## src/sv/hrl_pkg.sv

```systemverilog
// Package for the hex record loader.
// Holds the character and record codes, the result type and the hex digit decoder.
// Used by every module of the block; depends on nothing.
package hrl_pkg;

  localparam logic [7:0] CH_COLON = 8'h3A;
  localparam logic [7:0] CH_CR    = 8'h0D;
  localparam logic [7:0] CH_LF    = 8'h0A;

  localparam logic [7:0] REC_DATA = 8'h00;
  localparam logic [7:0] REC_EOF  = 8'h01;

  localparam logic       KIND_WRITE = 1'b0;
  localparam logic       KIND_DONE  = 1'b1;

  localparam logic [16:0] NO_ADDR       = 17'h1FFFF;
  localparam logic [16:0] MEM_LIMIT_RST = 17'h10000;

  typedef struct packed {
    logic        kind;
    logic [15:0] address;
    logic [7:0]  data_byte;
  } result_t;

  typedef struct packed {
    logic       ok;
    logic [3:0] value;
  } hex_t;

  function automatic hex_t hex_decode(input logic [7:0] c);
    hex_t h;
    h.ok    = 1'b1;
    h.value = 4'd0;
    if (c >= 8'h30 && c <= 8'h39) begin
      h.value = 4'(c - 8'h30);
    end else if (c >= 8'h41 && c <= 8'h46) begin
      h.value = 4'(c - 8'h37);
    end else if (c >= 8'h61 && c <= 8'h66) begin
      h.value = 4'(c - 8'h57);
    end else begin
      h.ok = 1'b0;
    end
    return h;
  endfunction

endpackage

```

## src/sv/hex_record_loader.sv

```systemverilog
// Top level of the hex record loader.
// Instantiates the record parser and the result register; depends on hrl_pkg.
//
// The block reads an Intel HEX text stream one character per transfer on the
// in_ channel (in_ch, plus in_stream_end to mark the end of input). Each data
// byte of a data record whose address lies below the memory limit gives one
// write result on the out_ channel (out_kind 0, out_address, out_data_byte).
// An EOF record or in_stream_end gives one done result (out_kind 1) carrying
// the lowest data record address, or 0 if no data record was seen; after it
// all input is consumed and ignored.
// A result appears on the out_ channel in the cycle after the character that
// caused it. One character is taken every cycle as long as the result
// register is empty or its result is taken in the same cycle; in_stall is
// high only while a result waits under out_stall.
// cfg_we and cfg_wdata write the memory limit, which resets to 65536.
// Reset clears the line state, the entry address and the result register.
module hex_record_loader import hrl_pkg::*; (
  input  logic        clk,
  input  logic        rst_n,
  input  logic        in_valid,
  output logic        in_stall,
  input  logic [7:0]  in_ch,
  input  logic        in_stream_end,
  output logic        out_valid,
  input  logic        out_stall,
  output logic        out_kind,
  output logic [15:0] out_address,
  output logic [7:0]  out_data_byte,
  input  logic        cfg_we,
  input  logic [16:0] cfg_wdata
);

  logic    load;
  logic    acc;
  logic    res_valid;
  result_t res;
  result_t out_res;

  assign in_stall = !load;
  assign acc      = in_valid && load;

  hrl_parser u_parser (
    .clk        (clk),
    .rst_n      (rst_n),
    .acc        (acc),
    .ch         (in_ch),
    .stream_end (in_stream_end),
    .cfg_we     (cfg_we),
    .cfg_wdata  (cfg_wdata),
    .res_valid  (res_valid),
    .res        (res)
  );

  hrl_out_reg u_out_reg (
    .clk       (clk),
    .rst_n     (rst_n),
    .res_valid (res_valid),
    .res       (res),
    .out_stall (out_stall),
    .load      (load),
    .out_valid (out_valid),
    .out_res   (out_res)
  );

  assign out_kind      = out_res.kind;
  assign out_address   = out_res.address;
  assign out_data_byte = out_res.data_byte;

endmodule

```

## src/sv/hrl_parser.sv

```systemverilog
// Record parser of the hex record loader: line state, field decode and address check.
// Steps once per accepted character and produces at most one result in the same cycle.
// Depends on hrl_pkg.
module hrl_parser import hrl_pkg::*; (
  input  logic          clk,
  input  logic          rst_n,
  input  logic          acc,
  input  logic [7:0]    ch,
  input  logic          stream_end,
  input  logic          cfg_we,
  input  logic [16:0]   cfg_wdata,
  output logic          res_valid,
  output result_t       res
);

  localparam logic [1:0] PH_LINE_START = 2'd0;
  localparam logic [1:0] PH_SKIP       = 2'd1;
  localparam logic [1:0] PH_HEADER     = 2'd2;
  localparam logic [1:0] PH_DATA       = 2'd3;

  localparam logic [1:0] FLD_COUNT   = 2'd0;
  localparam logic [1:0] FLD_ADDR_HI = 2'd1;
  localparam logic [1:0] FLD_ADDR_LO = 2'd2;
  localparam logic [1:0] FLD_TYPE    = 2'd3;

  logic [1:0]  phase_r, phase_nxt;
  logic        nibble_pos_r, nibble_pos_nxt;
  logic [3:0]  high_nibble_r, high_nibble_nxt;
  logic [1:0]  field_index_r, field_index_nxt;
  logic [7:0]  count_left_r, count_left_nxt;
  logic [15:0] record_addr_r, record_addr_nxt;
  logic [7:0]  data_offset_r, data_offset_nxt;
  logic [16:0] lowest_addr_r, lowest_addr_nxt;
  logic        finished_r, finished_nxt;
  logic [16:0] mem_limit_r;

  hex_t        hx;
  logic [7:0]  byte_val;
  logic [16:0] dest;

  always_comb begin
    hx       = hex_decode(ch);
    byte_val = {high_nibble_r, hx.value};
    dest     = {1'b0, record_addr_r} + {9'd0, data_offset_r};

    phase_nxt       = phase_r;
    nibble_pos_nxt  = nibble_pos_r;
    high_nibble_nxt = high_nibble_r;
    field_index_nxt = field_index_r;
    count_left_nxt  = count_left_r;
    record_addr_nxt = record_addr_r;
    data_offset_nxt = data_offset_r;
    lowest_addr_nxt = lowest_addr_r;
    finished_nxt    = finished_r;

    res_valid     = 1'b0;
    res.kind      = KIND_DONE;
    res.address   = (lowest_addr_r == NO_ADDR) ? 16'd0 : lowest_addr_r[15:0];
    res.data_byte = 8'd0;

    if (acc && !finished_r) begin
      if (stream_end) begin
        finished_nxt = 1'b1;
        phase_nxt    = PH_SKIP;
        res_valid    = 1'b1;
      end else if (ch == CH_CR) begin
        phase_nxt = phase_r;
      end else if (ch == CH_LF) begin
        phase_nxt = PH_LINE_START;
      end else if (phase_r == PH_LINE_START) begin
        if (ch == CH_COLON) begin
          phase_nxt       = PH_HEADER;
          nibble_pos_nxt  = 1'b0;
          field_index_nxt = FLD_COUNT;
          record_addr_nxt = 16'd0;
          data_offset_nxt = 8'd0;
        end else begin
          phase_nxt = PH_SKIP;
        end
      end else if (phase_r == PH_HEADER || phase_r == PH_DATA) begin
        if (!hx.ok) begin
          phase_nxt = PH_SKIP;
        end else if (!nibble_pos_r) begin
          high_nibble_nxt = hx.value;
          nibble_pos_nxt  = 1'b1;
        end else begin
          nibble_pos_nxt = 1'b0;
          if (phase_r == PH_HEADER) begin
            case (field_index_r)
              FLD_COUNT: begin
                count_left_nxt  = byte_val;
                field_index_nxt = FLD_ADDR_HI;
              end
              FLD_ADDR_HI: begin
                record_addr_nxt = {byte_val, 8'd0};
                field_index_nxt = FLD_ADDR_LO;
              end
              FLD_ADDR_LO: begin
                record_addr_nxt = {record_addr_r[15:8], byte_val};
                field_index_nxt = FLD_TYPE;
              end
              default: begin
                field_index_nxt = FLD_COUNT;
                if (byte_val == REC_EOF) begin
                  finished_nxt = 1'b1;
                  phase_nxt    = PH_SKIP;
                  res_valid    = 1'b1;
                end else if (byte_val != REC_DATA || count_left_r == 8'd0) begin
                  phase_nxt = PH_SKIP;
                end else begin
                  if ({1'b0, record_addr_r} < lowest_addr_r) begin
                    lowest_addr_nxt = {1'b0, record_addr_r};
                  end
                  data_offset_nxt = 8'd0;
                  phase_nxt       = PH_DATA;
                end
              end
            endcase
          end else begin
            data_offset_nxt = data_offset_r + 8'd1;
            count_left_nxt  = count_left_r - 8'd1;
            if (count_left_r == 8'd1) begin
              phase_nxt = PH_SKIP;
            end
            if (dest < mem_limit_r && !dest[16]) begin
              res_valid     = 1'b1;
              res.kind      = KIND_WRITE;
              res.address   = dest[15:0];
              res.data_byte = byte_val;
            end
          end
        end
      end
    end
  end

  always_ff @(posedge clk) begin
    if (!rst_n) begin
      phase_r       <= PH_LINE_START;
      nibble_pos_r  <= 1'b0;
      high_nibble_r <= 4'd0;
      field_index_r <= FLD_COUNT;
      count_left_r  <= 8'd0;
      record_addr_r <= 16'd0;
      data_offset_r <= 8'd0;
      lowest_addr_r <= NO_ADDR;
      finished_r    <= 1'b0;
      mem_limit_r   <= MEM_LIMIT_RST;
    end else begin
      phase_r       <= phase_nxt;
      nibble_pos_r  <= nibble_pos_nxt;
      high_nibble_r <= high_nibble_nxt;
      field_index_r <= field_index_nxt;
      count_left_r  <= count_left_nxt;
      record_addr_r <= record_addr_nxt;
      data_offset_r <= data_offset_nxt;
      lowest_addr_r <= lowest_addr_nxt;
      finished_r    <= finished_nxt;
      if (cfg_we) begin
        mem_limit_r <= cfg_wdata;
      end
    end
  end

  a_silent_after_done: assert property (@(posedge clk) disable iff (!rst_n)
    finished_r |-> !res_valid)
    else $error("result produced after loading finished");

  a_done_sets_finished: assert property (@(posedge clk) disable iff (!rst_n)
    (res_valid && res.kind == KIND_DONE) |=> finished_r)
    else $error("finished flag not set after done result");

  a_write_in_range: assert property (@(posedge clk) disable iff (!rst_n)
    (res_valid && res.kind == KIND_WRITE) |-> ({1'b0, res.address} < mem_limit_r))
    else $error("memory write beyond the memory limit");

  a_data_has_count: assert property (@(posedge clk) disable iff (!rst_n)
    (phase_r == PH_DATA) |-> (count_left_r != 8'd0))
    else $error("data phase with no bytes left");

endmodule

```

## src/sv/hrl_out_reg.sv

```systemverilog
// Result register of the hex record loader.
// Holds one result for the receiver and loads a new one whenever it is empty or drained.
// Depends on hrl_pkg.
module hrl_out_reg import hrl_pkg::*; (
  input  logic    clk,
  input  logic    rst_n,
  input  logic    res_valid,
  input  result_t res,
  input  logic    out_stall,
  output logic    load,
  output logic    out_valid,
  output result_t out_res
);

  logic    valid_r;
  result_t res_r;

  assign load      = !(valid_r && out_stall);
  assign out_valid = valid_r;
  assign out_res   = res_r;

  always_ff @(posedge clk) begin
    if (!rst_n) begin
      valid_r <= 1'b0;
    end else if (load) begin
      valid_r <= res_valid;
    end
  end

  always_ff @(posedge clk) begin
    if (load && res_valid) begin
      res_r <= res;
    end
  end

endmodule
```

## config.mk

```make
export PLATFORM = sky130hd
export DESIGN_NAME = hex_record_loader
export DESIGN_NICKNAME = d
export VERILOG_FILES = /design/src/sv/hrl_pkg.sv /design/src/sv/hex_record_loader.sv /design/src/sv/hrl_parser.sv /design/src/sv/hrl_out_reg.sv
export SDC_FILE = /design/constraint.sdc
export NUM_CORES = 1
export LEC_CHECK = 0
export ABC_CLOCK_PERIOD_IN_PS = 7400
export BUFFER_PORTS_ARGS = -buffer_cell sky130_fd_sc_hd__buf_2
export CAP_MARGIN = 40
export CORE_ASPECT_RATIO = 1.4
export CORE_MARGIN = 1
export CORE_UTILIZATION = 40
export CTS_BUF_LIST = sky130_fd_sc_hd__clkbuf_4 sky130_fd_sc_hd__clkbuf_8
export DETAILED_ROUTE_END_ITERATION = 7
export GPL_TIMING_DRIVEN = 0
export SYNTH_ARGS = -nofsm -noshare
export SYNTH_HDL_FRONTEND = slang
export SYNTH_SLANG_ARGS = --single-unit
```

## constraint.sdc

```tcl
create_clock -name clk -period 7.4 [get_ports clk]
set_clock_uncertainty 0.05 [all_clocks]
set_input_delay 1.85 -clock clk [delete_from_list [all_inputs] [get_ports clk]]
set_output_delay 1.85 -clock clk [all_outputs]
set_load 0.05 [all_outputs]
```

# == Word-level counts from Yosys, hierarchy flattened ==
# Index checks and enable logic that the tools add are counted.
# totals
reg_bits,102
output_inout_bits,27
wordCells,188
# classes
addsub,6
n_lt_le_gt_ge,8
n_eq_ne,23
n_mux,82
n_bitwise,12
n_reduce_logical,42
# ops
operator,n
2-to-1 mux 24 bit,9
2-to-1 mux 16 bit,7
2-to-1 mux 8 bit,11
2-to-1 mux 2 bit,19
case mux 16 bit (2 select lines),1
2-to-1 mux 1 bit,30
2-to-1 mux 25 bit,1
AND reduction 11 bit,2
AND reduction 10 bit,2
nonzero test 2 bit,10
AND reduction 9 bit,2
adder 16 x 8 -> 17 bit,1
equality test 17 bit (second input constant),1
< comparator 16 x 17 -> 1 bit,1
< comparator 17 bit,1
equality test 8 x 1 -> 1 bit (second input constant),2
equality test 8 x 4 -> 1 bit (second input constant),2
>= comparator 8 x 7 -> 1 bit (second input constant),2
<= comparator 8 x 7 -> 1 bit (second input constant),2
AND reduction 13 bit,1
2-to-1 mux 4 bit,3
!= test 6 bit (second input constant),2
NOT 1 bit,12
!= test 2 bit (second input constant),5
27 further kinds,44

# == Logic depth before layout (Yosys ltp) ==
# Gate-level depths: netlist of run 1.
# logic_depth
depth_word,18
depth_mapped,16
mapped_depth_nobuf,15

# == By module ==
# Synthesis of run 1 repeated with hierarchy kept, for this count alone.
# hier_totals
cells_unflattened,710
area_unflattened_um2,6367.4
# by_module_without_submodules
mod,instances,cells_each,area_per_inst_um2
hrl_parser,1,678,5565.3
hrl_out_reg,1,30,792.0
hex_record_loader,1,2,10.0

# == Least setup slack after synthesis of run 1 ==
# No wires, ideal clock.
# synth_path
path_type,input to register
from,input port in_ch[1]
to,"register u_out_reg.res_r (netlist bit u_out_reg.out_res[0]), enable pin"
setup_time_ns,0.444
t_arrival_ns,5.104
required_time_ns,6.906
setup_slack_ns,1.802
path_stages,8
n_path_buf,0
path_cell_list,inv_1 ha_1 or3b_1 a32oi_1 o21ai_1 nor4b_1 a21oi_1 o21ai_0
# synth_via
elab_chain_cells,18
# synth_lines
element,line,rtl
"start, declared",hex_record_loader.sv:22,"input logic [7:0] in_ch,"
>= comparator 8 x 7 -> 1 bit or <= comparator 8 x 7 -> 1 bit (tied branches),hrl_pkg.sv:38,end else if (c >= 8'h61 && c <= 8'h66) begin
logical AND 1 bit,hrl_pkg.sv:38,
2-to-1 mux 4 bit,hrl_pkg.sv:38,
2-to-1 mux 4 bit,hrl_pkg.sv:36,end else if (c >= 8'h41 && c <= 8'h46) begin
2-to-1 mux 4 bit,hrl_pkg.sv:34,if (c >= 8'h30 && c <= 8'h39) begin
equality test 8 x 1 -> 1 bit,hrl_parser.sv:104,if (byte_val == REC_EOF) begin
2-to-1 mux 1 bit,hrl_parser.sv:104,
2-to-1 mux 1 bit,hrl_parser.sv:89,case (field_index_r)
[... 2 more ...],--,
2-to-1 mux 1 bit,hrl_parser.sv:81,if (!hx.ok) begin
2-to-1 mux 1 bit,hrl_parser.sv:80,end else if (phase_r == PH_HEADER || phase_r == PH_DATA) begin
2-to-1 mux 1 bit,hrl_parser.sv:70,end else if (phase_r == PH_LINE_START) begin
2-to-1 mux 1 bit,hrl_parser.sv:68,end else if (ch == CH_LF) begin
2-to-1 mux 1 bit *,hrl_parser.sv:66,end else if (ch == CH_CR) begin
2-to-1 mux 1 bit *,hrl_parser.sv:62,if (stream_end) begin
2-to-1 mux 1 bit *,hrl_parser.sv:61,if (acc && !finished_r) begin
logical AND 1 bit *,hrl_out_reg.sv:31,if (load && res_valid) begin
"end signal, assigned",hrl_out_reg.sv:32,res_r <= res;
"end, declared",hrl_out_reg.sv:16,result_t res_r;
# Mark *: on every way between the ends. The rest lies on a longest branch, timed or not.
# A chain may end at the register's enable or synchronous reset.

==> metrics.md, run 1 <==
| Metric | Value |
|---|---|
| Status | finished clean |
| Fin. max-slew vios | 0 |
| H-Tree Depth | 3 |
| RD Place Congestion | ~0.90 |
| DR vias | 5444 |
| # resized after CTS | 0 |
| Delay-heaviest family, CP | compound AO/OA/AOI/OAI gates |
| Initial antenna violation count | 0 |
| CTS tree | built |
| Insertion delay to the later sink of the worst-skew pair | 0.38 ns |
| PortBufs | 55 |
| RR Endpoint | u_out_reg.out_res[20]$_DFFE_PP_ |
| Most frequent cell after synthesis | dfxtp_1 |
| Hold WC Path Type | reg -> reg |
| Min Clock Period, post-route | just under 5 ns |
| First-pass GRT wire length | approximately 27 mm |
| Clock transition at path regs | 0.11 ns |
| CP Class | reg -> reg |
| Cell count after synthesis | 732 |
| Fmax | 201 MHz |
| Worst hold start | u_parser.count_left_r[6]$_SDFFE_PN0P_ |
| Distinct cell type count of the synthesized netlist | 70 |
| Largest net degree at the start of global routing | 19 |
| # IOs | 58 |
| DIE AREA | 16300 um2 |
| Num CTS Buffers | 9 |
| Core ar. | between 15000 and 20000 um2 |
| Postcts setup bufs | 0 |
| Worst-path cell chain | ha_1, fa_1, a211oi_1, nor2_1, o21ai_0, xnor2_1, ha_1, a2111oi_0, o21ai_0, a41o_1, a311oi_2, nand3_1, clkbuf_1, nand3_1, nand2_1 |
| Dominant synthesized flop cell | dfxtp_1 |
| Fin. Hold Viols | 0 |
| Post-synthesis average cell area | ~8.6 um2 |
| Peak per-stage delay on the critical path | approximately 0.5 ns |
| Critical R2R Launch | u_parser.data_offset_r[0]$_SDFFE_PN0P_ |
| Startpoint type of the worst setup path | flip-flop |
| Buf/Inv on CP | 1 |
| Slew @ Worst Pin | 0.799 ns |
| Filler cell count | roughly 1600 |
| Setup TNS | 0 ns |
| Max-cap violations | 0 |
| Leak | 3.07 nW |
| Synth area leaders | dfxtp_1 24%, edfxtp_1 12%, ha_1 10% |
| Sink Count | 102 |
| Hold depth | 2 |
| Die Y-Extent | 151 um |
| Synth cell count leaders | 77 x dfxtp_1, 64 x nand2_1, 56 x nor2b_1, 54 x inv_1, 54 x nor2_1 |
| Slowest CP cell | a311oi_2 |
| PD cells | 153 nW/um2 |
| Antenna cells | 0 |
| Setup crit end kind | flip-flop |
| Met1 usage | 24.4% |
| Slew headroom | 46.7% |
| Synth warn | 0 |
| Drt pass-1 iters | 5 |
| Synthesized Nets | 815 |
| Critical Path RT | about 7.5 ns |
| Drt total wl | 17.1 mm |
| Hold Buf Count CTS | 0 |
| Gr busiest metal | met2 |
| Drt drc | 0 |
| Total Routing Usage GR | a little over a fifth |
| Crit path arrival time | 5.06 ns |
| Worst Hold Endpoint | u_parser.count_left_r[6]$_SDFFE_PN0P_ |
| Register area share after synthesis | 36.2% |
| Async set or reset register ratio after synthesis | 0% |
| Number of flops mapped to enable cells by yosys | 25 |
| Area growth syn-to-layout | 11.8% |
| DIE WIDTH | 108 um |
| DP Wirelength | 13.6 mm |
| Root Buffer Master | clkbuf_8 |
| Mapped cell area | 6320 um2 |
| Total Nets Final | a little under 900 |
| Fraction of layout cells with a size suffix above 1 | 11.9% |
| Met2 usage | 38.8% |
| Worst-case reg-to-reg path depth | 15 |
| Std-Cell Rows | 54 |
| Vias in the first global route | 5324 |
| Max Root-Sink Buffers | 2 |
| Vias/cell | 5.44 |
| Initial Util | 40.7% |
| Total gr overflow | 0 |
| Post-route ant nets | 0 |
| Hold slack | 0.432 ns |
| Setup violations, final | 0 |
| Tcrit/Tclk final | about two thirds |
| CP max FO | 10 |
| Initial DRC Count | 202 |
| Routed WL per cell | 17.1 um |
| Met3 Use GR | 2.37% |
| Worst vdd ir | 0.0826 mV |
| Worst R2R Setup Slack | 2.43 ns |
| Unrepaired setup endpoints after global routing | false |
| FF+latch count, synth | about 100 |
| Top-area cell type share of the netlist area | roughly a quarter |
| Synth area leader | dfxtp_1 |
-- per-stage QoR --
stage	utilization [%]	area (um2)	total power, mW	setup slack (ns)	instances
floorplan	-	6320	0.684	1.80	732
global placement	44.0	6850	0.720	0.151	983
detailed placement	44.2	6870	0.724	2.51	984
CTS	45.5	7070	1.09	2.46	1000
global route	45.5	7070	1.12	1.97	1000
finish	45.5	7070	1.08	2.43	1000
-- where the power goes --
part,internal [mW],switching (mW),leakage (nW)
Clock,0.161,0.213,0.0982
Combinational,0.0412,0.0820,2.11
Sequential,0.582,0.00572,0.861
Total,0.784,0.301,3.07
-- kinds of logic (layout without fill, tap and decap cells) --
kind of cell	after synthesis	in the layout	share of synthesized area, %
AO/OA/AOI/OAI	138	138	13.9
XOR/XNOR	13	13	1.80
AND/OR/NAND/NOR	310	310	26.6
flip-flops	102	102	36.2
buffers and inverters	81	153	5.34
adder cells (fa/ha/maj)	52	52	10.4
multiplexers	36	36	5.70
-- worst reg2reg max path, delay by kind of cell, from the launching register on --
family | cells | cell delay (ns)
adders and majority gates | 3 | 1.01
DFF | 1 | 0.36
AOI/OAI and AO/OA | 6 | 1.83
buffers and inverters | 1 | 0.39
and+or+nand+nor | 4 | 0.87
xor gates and xnor gates | 1 | 0.21
-- worst max path at each step --
stage / start / to / slack (ns) / cells after the start
after detailed placement: u_parser.data_offset_r[0]$_SDFFE_PN0P_ / u_out_reg.out_res[20]$_DFFE_PP_ / 2.51 / 15
after CTS: u_parser.data_offset_r[0]$_SDFFE_PN0P_ / u_out_reg.out_res[20]$_DFFE_PP_ / 2.46 / 15
final: u_parser.data_offset_r[0]$_SDFFE_PN0P_ / u_out_reg.out_res[20]$_DFFE_PP_ / 2.43 / 15
after global routing: u_parser.data_offset_r[0]$_SDFFE_PN0P_ / u_out_reg.out_res[20]$_DFFE_PP_ / 1.97 / 15
after floorplan: in_ch[1] / u_out_reg.out_res[0]$_SDFFCE_PP0P_ / 1.80 / 8
after global placement: u_parser.data_offset_r[0]$_SDFFE_PN0P_ / u_out_reg.out_res[23]$_DFFE_PP_ / 0.15 / 13
-- registers in the layout, indices dropped and copies added, names as in the netlist --
name                    count
u_out_reg.out_res          25
u_out_reg.out_valid         1
u_parser.count_left_r       8
u_parser.data_offset_r      8
u_parser.field_index_r      2
u_parser.finished_r         1
u_parser.high_nibble_r      4
u_parser.lowest_addr_r     17
u_parser.mem_limit_r       17
u_parser.nibble_pos_r       1
u_parser.phase_r            2
u_parser.record_addr_r     16
-- layer usage --
metal	up-vias	share of wire (%)	routed length (um)
met5	-	0	0
met4	0	5.3	900
met3	48	3.4	577
met2	144	51	8650
met1	2548	41	6950
li1	2704	-	-
-- final cells by class --
type | instances | area [um2] | area share (%)
Buffer | 27 | 135 | 1.91
Clock buffer | 9 | 124 | 1.75
Clock inverter | 7 | 78.8 | 1.11
Inverter | 54 | 203 | 2.87
Multi-Input combinational cell | 549 | 3710 | 52.4
Sequential cell | 102 | 2290 | 32.4
Tap cell | 196 | 245 | 3.47
Timing Repair Buffer | 56 | 290 | 4.10
-- cell usage in the layout, fill, tap and decap left out, types with 6 or more instances in the layout --
| cell | Yosys | layout |
|---|---|---|
| edfxtp_1 | 25 | 25 |
| a21o_1 | 6 | 6 |
| nand3_1 | 43 | 43 |
| nor2_1 | 54 | 54 |
| a21oi_1 | 34 | 34 |
| nand2_1 | 64 | 64 |
| and3_1 | 12 | 12 |
| xnor2_1 | 11 | 11 |
| nor2b_1 | 56 | 56 |
| nand2b_1 | 12 | 12 |
| buf_2 | 2 | 57 |
| dfxtp_1 | 77 | 77 |
| o21ai_1 | 12 | 12 |
| nand4_1 | 14 | 14 |
| mux2i_1 | 36 | 36 |
| nor3b_1 | 7 | 7 |
| o21ai_0 | 39 | 38 |
| clkbuf_1 | 17 | 17 |
| and2_1 | 6 | 6 |
| a211oi_1 | 6 | 6 |
| ha_1 | 51 | 51 |
| inv_1 | 54 | 54 |
| clkbuf_8 | 0 | 9 |
| o211ai_1 | 6 | 6 |
| nor3_1 | 11 | 11 |
Note: power is estimated with default switching activity, not from simulation.
==> run 2: changes to the inputs <==
Settings changed: ABC_CLOCK_PERIOD_IN_PS 7400 to 4700.
Clock period 7.4 ns to 4.7 ns, I/O delays scaled along.
==> run 2 against run 1 <==
Against the previous run:
- the flow now finishes with violations (DRC)
- first-iteration DRC count up 24%
- worst setup slack worse by 2.2 ns
- design area up 1.5%
- combinational power up 64%
- clock power up 74%
- sequential share of layout area down 0.49 points
- critical path type unchanged
==> metrics.md, run 2 (synthesized netlist as in run 1, its figures left out) <==
| Metric | Value |
|---|---|
| H-Tree Depth | 3 |
| # IOs | between 50 and 60 |
| Cell-internal power | 1.30 mW |
| Num CTS Buffers | 9 |
| Insertion delay to the later sink of the worst-skew pair | approximately 0.38 ns |
| Drt total wl | between 15 and 20 mm |
| Std-Cell Rows | between 50 and 60 |
| Vias in the first global route | 5412 |
| Max Root-Sink Buffers | 2 |
| Setup TNS | 0 ns |
| Largest net degree at the start of global routing | 20 |
| Fin. Hold Viols | 0 |
| Drt pass-1 iters | 8 |
| DP Wirelength | 13.7 mm |
| Post-route ant nets | 0 |
| Commonest non-fill, non-tap cell in the layout | dfxtp_1 |
| DIE AREA | 16300 um2 |
| Worst vdd ir | 0.232 mV |
| PD cells | 248 nW/um2 |
| First-pass GRT wire length | about 27 mm |
| Total Routing Usage GR | 21.9% |
| Overall Power | 1.78 mW |
| Die Y-Extent | roughly 150 um |
| Max reg flops | 25 |
| Hold slack | 0.452 ns |
| Initial antenna violation count | 0 |
| DIE WIDTH | 108 um |
| Gate power share | 11.4% |
| Seq pwr share | 52.0% |
| Clock transition at path regs | 0.11 ns |
| Psw | 479 uW |
| Leak | around 3.1 nW |
| Routed WL per cell | 17.1 um |
| Area growth syn-to-layout | 13.6% |
| Max-cap violations | 0 |
| Sink Count | between 100 and 150 |
| Total gr overflow | 0 |
| Unrepaired setup endpoints after global routing | false |
| Fraction of layout cells with a size suffix above 1 | around 13% |
| Clock Power Share | 36.6% |
| Commonest cells after routing, fill and taps aside | 77 x dfxtp_1, 64 x nand2_1, 57 x buf_2 |
| Total Nets Final | 884 |
| Startpoint type of the worst setup path | flip-flop |
| Drt drc | 1 |
| Setup violations, final | 0 |
| Min Clock Period, post-route | 4.43 ns |
| Slew @ Worst Pin | a little over 0.8 ns |
| Crit path arrival time | between 4 and 5 ns |
| Setup crit end kind | flip-flop |
| Initial DRC Count | 250 |
| PortBufs | 55 |
| Failing checks | DRC |
| CP Class | reg -> reg |
| Core ar. | 15500 um2 |
| CTS tree | built |
| Hold WC Path Type | reg -> reg |
| Status | finished, violations left |
| Initial Util | 40.7% |
| Fin. max-slew vios | 0 |
| Fmax | 226 MHz |
| RD Place Congestion | approximately 0.91 |
| Antenna cells | 0 |
| DR vias | 5464 |
| Tcrit/Tclk final | 94.3% |
| Critical Path RT | 4.75 ns |
| Root Buffer Master | clkbuf_8 |
| Vias/cell | ~5.5 |
| Net Sw Frac | 26.9% |
| CP max FO | 10 |
| Slew headroom | 44.3% |
run 2: final cells by class:
class / instances / area (um2)
inverters: 54 / 203
plain buffers: 27 / 138
clock buffers: 9 / 124
well taps: 196 / 245
flip-flops and latches: 102 / 2290
repair buffers: 58 / 330
multi-input cells: 549 / 3740
fillers: 1581 / 8360
clock inverters: 7 / 114
run 2: power groups by stage:
| stage | combinational [mW] | clock [mW] | sequential, mW |
|---|---|---|---|
| 2_1_floorplan | 0.103 | 0 | 0.973 |
| 3_3_place_gp | 0.188 | 0 | 0.945 |
| 3_5_place_dp | 0.196 | 0 | 0.945 |
| 4_1_cts | 0.201 | 0.668 | 0.925 |
| 5_1_grt | 0.220 | 0.699 | 0.927 |
| 6_report | 0.202 | 0.651 | 0.925 |
run 2: path summary, 6_finish.rpt:
path,start,endpoint,slack (ns),cells after the start
setup / recovery,u_parser.data_offset_r[0]$_SDFFE_PN0P_,u_out_reg.out_res[13]$_DFFE_PP_,0.27,17
hold / removal,u_parser.count_left_r[6]$_SDFFE_PN0P_,u_parser.count_left_r[6]$_SDFFE_PN0P_,0.45,2
setup reg to reg,u_parser.data_offset_r[0]$_SDFFE_PN0P_,u_out_reg.out_res[13]$_DFFE_PP_,0.27,17
hold reg to reg,u_parser.count_left_r[6]$_SDFFE_PN0P_,u_parser.count_left_r[6]$_SDFFE_PN0P_,0.45,2
run 2: per-stage QoR:
| stage | instances | area [um2] | setup WS, ns | util [%] |
|---|---|---|---|---|
| detailed placement | 984 | 6880 | -0.319 | 44.3 |
| CTS | 1001 | 7170 | 0.0180 | 46.1 |
| floorplan | 732 | 6330 | 0.388 | - |
| global placement | 983 | 6850 | -0.599 | 44.1 |
| global route | 1002 | 7180 | 0.0264 | 46.2 |
| finish | 1002 | 7180 | 0.267 | 46.2 |
run 2: metal layers:
| metal | wire (um) | global-route usage [%] | up-vias |
|---|---|---|---|
| li1 | - | - | 2724 |
| met3 | 633 | 3.27 | 39 |
| met2 | 8800 | 39.9 | 145 |
| met1 | 6790 | 23.7 | 2556 |
| met5 | 0 | 0 | - |
| met4 | 942 | 12.8 | 0 |
run 2: worst max-delay path: stages (launching register included):
cell and delay (ns):
dfxtp_1 0.36, ha_1 0.25, fa_1 0.48, a211oi_1 0.22, nor2_1 0.15, o211a_1 0.29, nand3_1 0.33, inv_1 0.09
ha_1 0.34, nand2_1 0.06, o21ai_0 0.07, or3_1 0.39, a311oi_4 0.20, buf_4 0.21, nand3_4 0.14, buf_2 0.25
nand3_1 0.12, o21ai_0 0.13
run 2: timing repair:
action / in CTS / in global routing
gates resized for setup: 5 / 3
endpoints found under the hold margin: 0 / 0
buffers inserted: 1 / 1
hold buffers: 0 / 0
pin swaps: 1 / 1
setup endpoints to repair: 51 / 47
==> run 3: changes to the inputs <==
Settings changed: SETUP_SLACK_MARGIN set to 0.3.
==> run 3 against run 2 <==
Against the previous run:
- the flow now finishes without violations
- sequential share of layout area shrank 0.17 points
- first-iteration DRC count grew 2.8%
- core utilization rose by 0.27 points
- sequential power about the same
- final cell count barely moved
- clock power hardly changed
- worst setup slack better by 0.26 ns
- routed wire length increased by 0.65%
- design area grew 0.57%
- clock-buffer cell count did not move
- critical path type unchanged
- largest cell class unchanged
- largest power group unchanged
==> metrics.md, run 3 (synthesized netlist as in run 1, its figures left out) <==
| Metric | Value |
|---|---|
| Overall Power | 1.78 mW |
| Worst Hold Endpoint | u_parser.count_left_r[6]$_SDFFE_PN0P_ |
| Initial antenna violation count | 0 |
| DP Worst Slack | -0.319 ns |
| DIE AREA | 16300 um2 |
| Vias/cell | 5.43 |
| Root Buffer Master | clkbuf_8 |
| Setup violations, final | 0 |
| Vias in the first global route | 5430 |
| Initial DRC Count | 257 |
| Tcrit/Tclk final | 88.9% |
| Sink Count | 102 |
| Routed WL per cell | between 15 and 20 um |
| Setup crit end kind | flip-flop |
| Unrepaired setup endpoints after global routing | false |
| Area growth syn-to-layout | 14.2% |
| Post-route ant nets | 0 |
| Worst Setup Slack, final | roughly 0.52 ns |
| CP max FO | 10 |
| DP Wirelength | 13.7 mm |
| Leak | 3.12 nW |
| Max-cap violations | 0 |
| Post-Route Utilization | between 40% and 50% |
| RR Endpoint | u_out_reg.out_res[14]$_DFFE_PP_ |
| Total gr overflow | 0 |
| Slew headroom | a little under half |
| PD cells | 246 nW/um2 |
| Min Clock Period, post-route | 4.18 ns |
| PortBufs | 55 |
| Max reg flops | 25 |
| DIE WIDTH | 108 um |
| Critical Path RT | 4.84 ns |
| Worst vdd ir | 0.232 mV |
| Core ar. | 15500 um2 |
| Std-Cell Rows | 54 |
| First-pass GRT wire length | 27.3 mm |
| Drt drc | 0 |
| Worst R2R Setup Slack | 0.52 ns |
| Hold WC Path Type | reg -> reg |
| Die Y-Extent | ~150 um |
| Drt total wl | around 17 mm |
| DR vias | 5450 |
| Max Root-Sink Buffers | 2 |
| Largest net degree at the start of global routing | 20 |
| Antenna cells | 0 |
| Worst-case reg-to-reg path depth | 15 |
| Slew @ Worst Pin | 0.786 ns |
| Hold slack | 0.453 ns |
| Insertion delay to the later sink of the worst-skew pair | 0.38 ns |
| CP Class | reg -> reg |
| CTS tree | built |
| Startpoint type of the worst setup path | flip-flop |
| Worst hold start | u_parser.count_left_r[6]$_SDFFE_PN0P_ |
| Fin. max-slew vios | 0 |
| Fin. Hold Viols | 0 |
| Total Routing Usage GR | 21.9% |
| Cell Count, Final, Fillers Out | between 1000 and 1500 |
| Initial Util | 40.7% |
| Num CTS Buffers | 9 |
| Total Nets Final | 885 |
| Commonest non-fill, non-tap cell in the layout | dfxtp_1 |
| # IOs | 58 |
| H-Tree Depth | 3 |
| Status | finished clean |
| Critical R2R Launch | u_parser.data_offset_r[0]$_SDFFE_PN0P_ |
| Hold depth | 2 |
| Crit path arrival time | about 4.3 ns |
| Fmax | 239 MHz |
| Commonest cells after routing, fill and taps aside | 76 x dfxtp_1, 64 x nand2_1, 57 x buf_2 |
| Clock transition at path regs | 0.12 ns |
| Fraction of layout cells with a size suffix above 1 | 13.9% |
| Placed insts | 984 |
| Drt pass-1 iters | 7 |
| RD Place Congestion | 0.909 |
-- run 3: cell type report --
cell class	count	area (um2)
timing repair buffer	59	338
clock inverter	7	114
clock buffer	9	124
buffer	27	140
fill	1575	8320
multi-input combinational	549	3770
sequential	102	2290
tap	196	245
inverter	54	203
-- run 3: worst max path at each step --
stage	start	end	cells past startpoint
global route	u_parser.data_offset_r[0]$_SDFFE_PN0P_	u_out_reg.out_res[12]$_DFFE_PP_	17
CTS	u_parser.data_offset_r[0]$_SDFFE_PN0P_	u_out_reg.out_res[13]$_DFFE_PP_	16
global placement	u_parser.data_offset_r[0]$_SDFFE_PN0P_	u_out_reg.out_res[16]$_DFFE_PP_	13
finish	u_parser.data_offset_r[0]$_SDFFE_PN0P_	u_out_reg.out_res[14]$_DFFE_PP_	15
floorplan	u_parser.data_offset_r[0]$_SDFFE_PN0P_	u_out_reg.out_res[0]$_SDFFCE_PP0P_	13
detailed placement	u_parser.data_offset_r[0]$_SDFFE_PN0P_	u_out_reg.out_res[21]$_DFFE_PP_	15
-- run 3: worst max-delay path, stage by stage, from the launching register on --
cell	delay [ns]
dfxtp_1	0.37
ha_1	0.25
fa_2	0.43
a211oi_2	0.23
nor2_2	0.12
o21ai_2	0.16
xnor2_1	0.19
ha_1	0.31
a2111oi_2	0.31
o21ai_0	0.14
a41o_1	0.27
a311oi_4	0.28
buf_4	0.20
nand3_4	0.14
clkbuf_2	0.25
o21ai_0	0.29
-- run 3: layer usage --
metal,up-vias,wire length [um],track usage (%),share of wire (%)
li1,2722,-,-,-
met1,2555,6820,23.6,39
met2,131,8960,40.0,52
met3,42,571,3.23,3.3
met4,0,927,13.0,5.4
met5,-,0,0,0
-- run 3: stage by stage --
step                      cell area (um2)  setup TNS [ns]
after floorplan                      6330               0
after CTS                            7200               0
final                                7220               0
after detailed placement             6880          -10.15
after global placement               6850          -16.56
after global routing                 7220               0
-- run 3: power by group --
group / switching, mW / total [mW] / internal [mW] / leakage [nW]
clock: 0.337 / 0.651 / 0.313 / 0.119
combinational: 0.132 / 0.203 / 0.0710 / 2.14
sequential: 0.00888 / 0.925 / 0.916 / 0.862
-- run 3: what timing repair did --
action / 4_1_cts / 5_1_grt
hold endpoints to repair: 0 / 0
setup endpoints to repair: 51 / 42
pin swaps: 2 / 1
setup buffers: 3 / 0
hold buffers: 0 / 0
resized for setup: 10 / 11
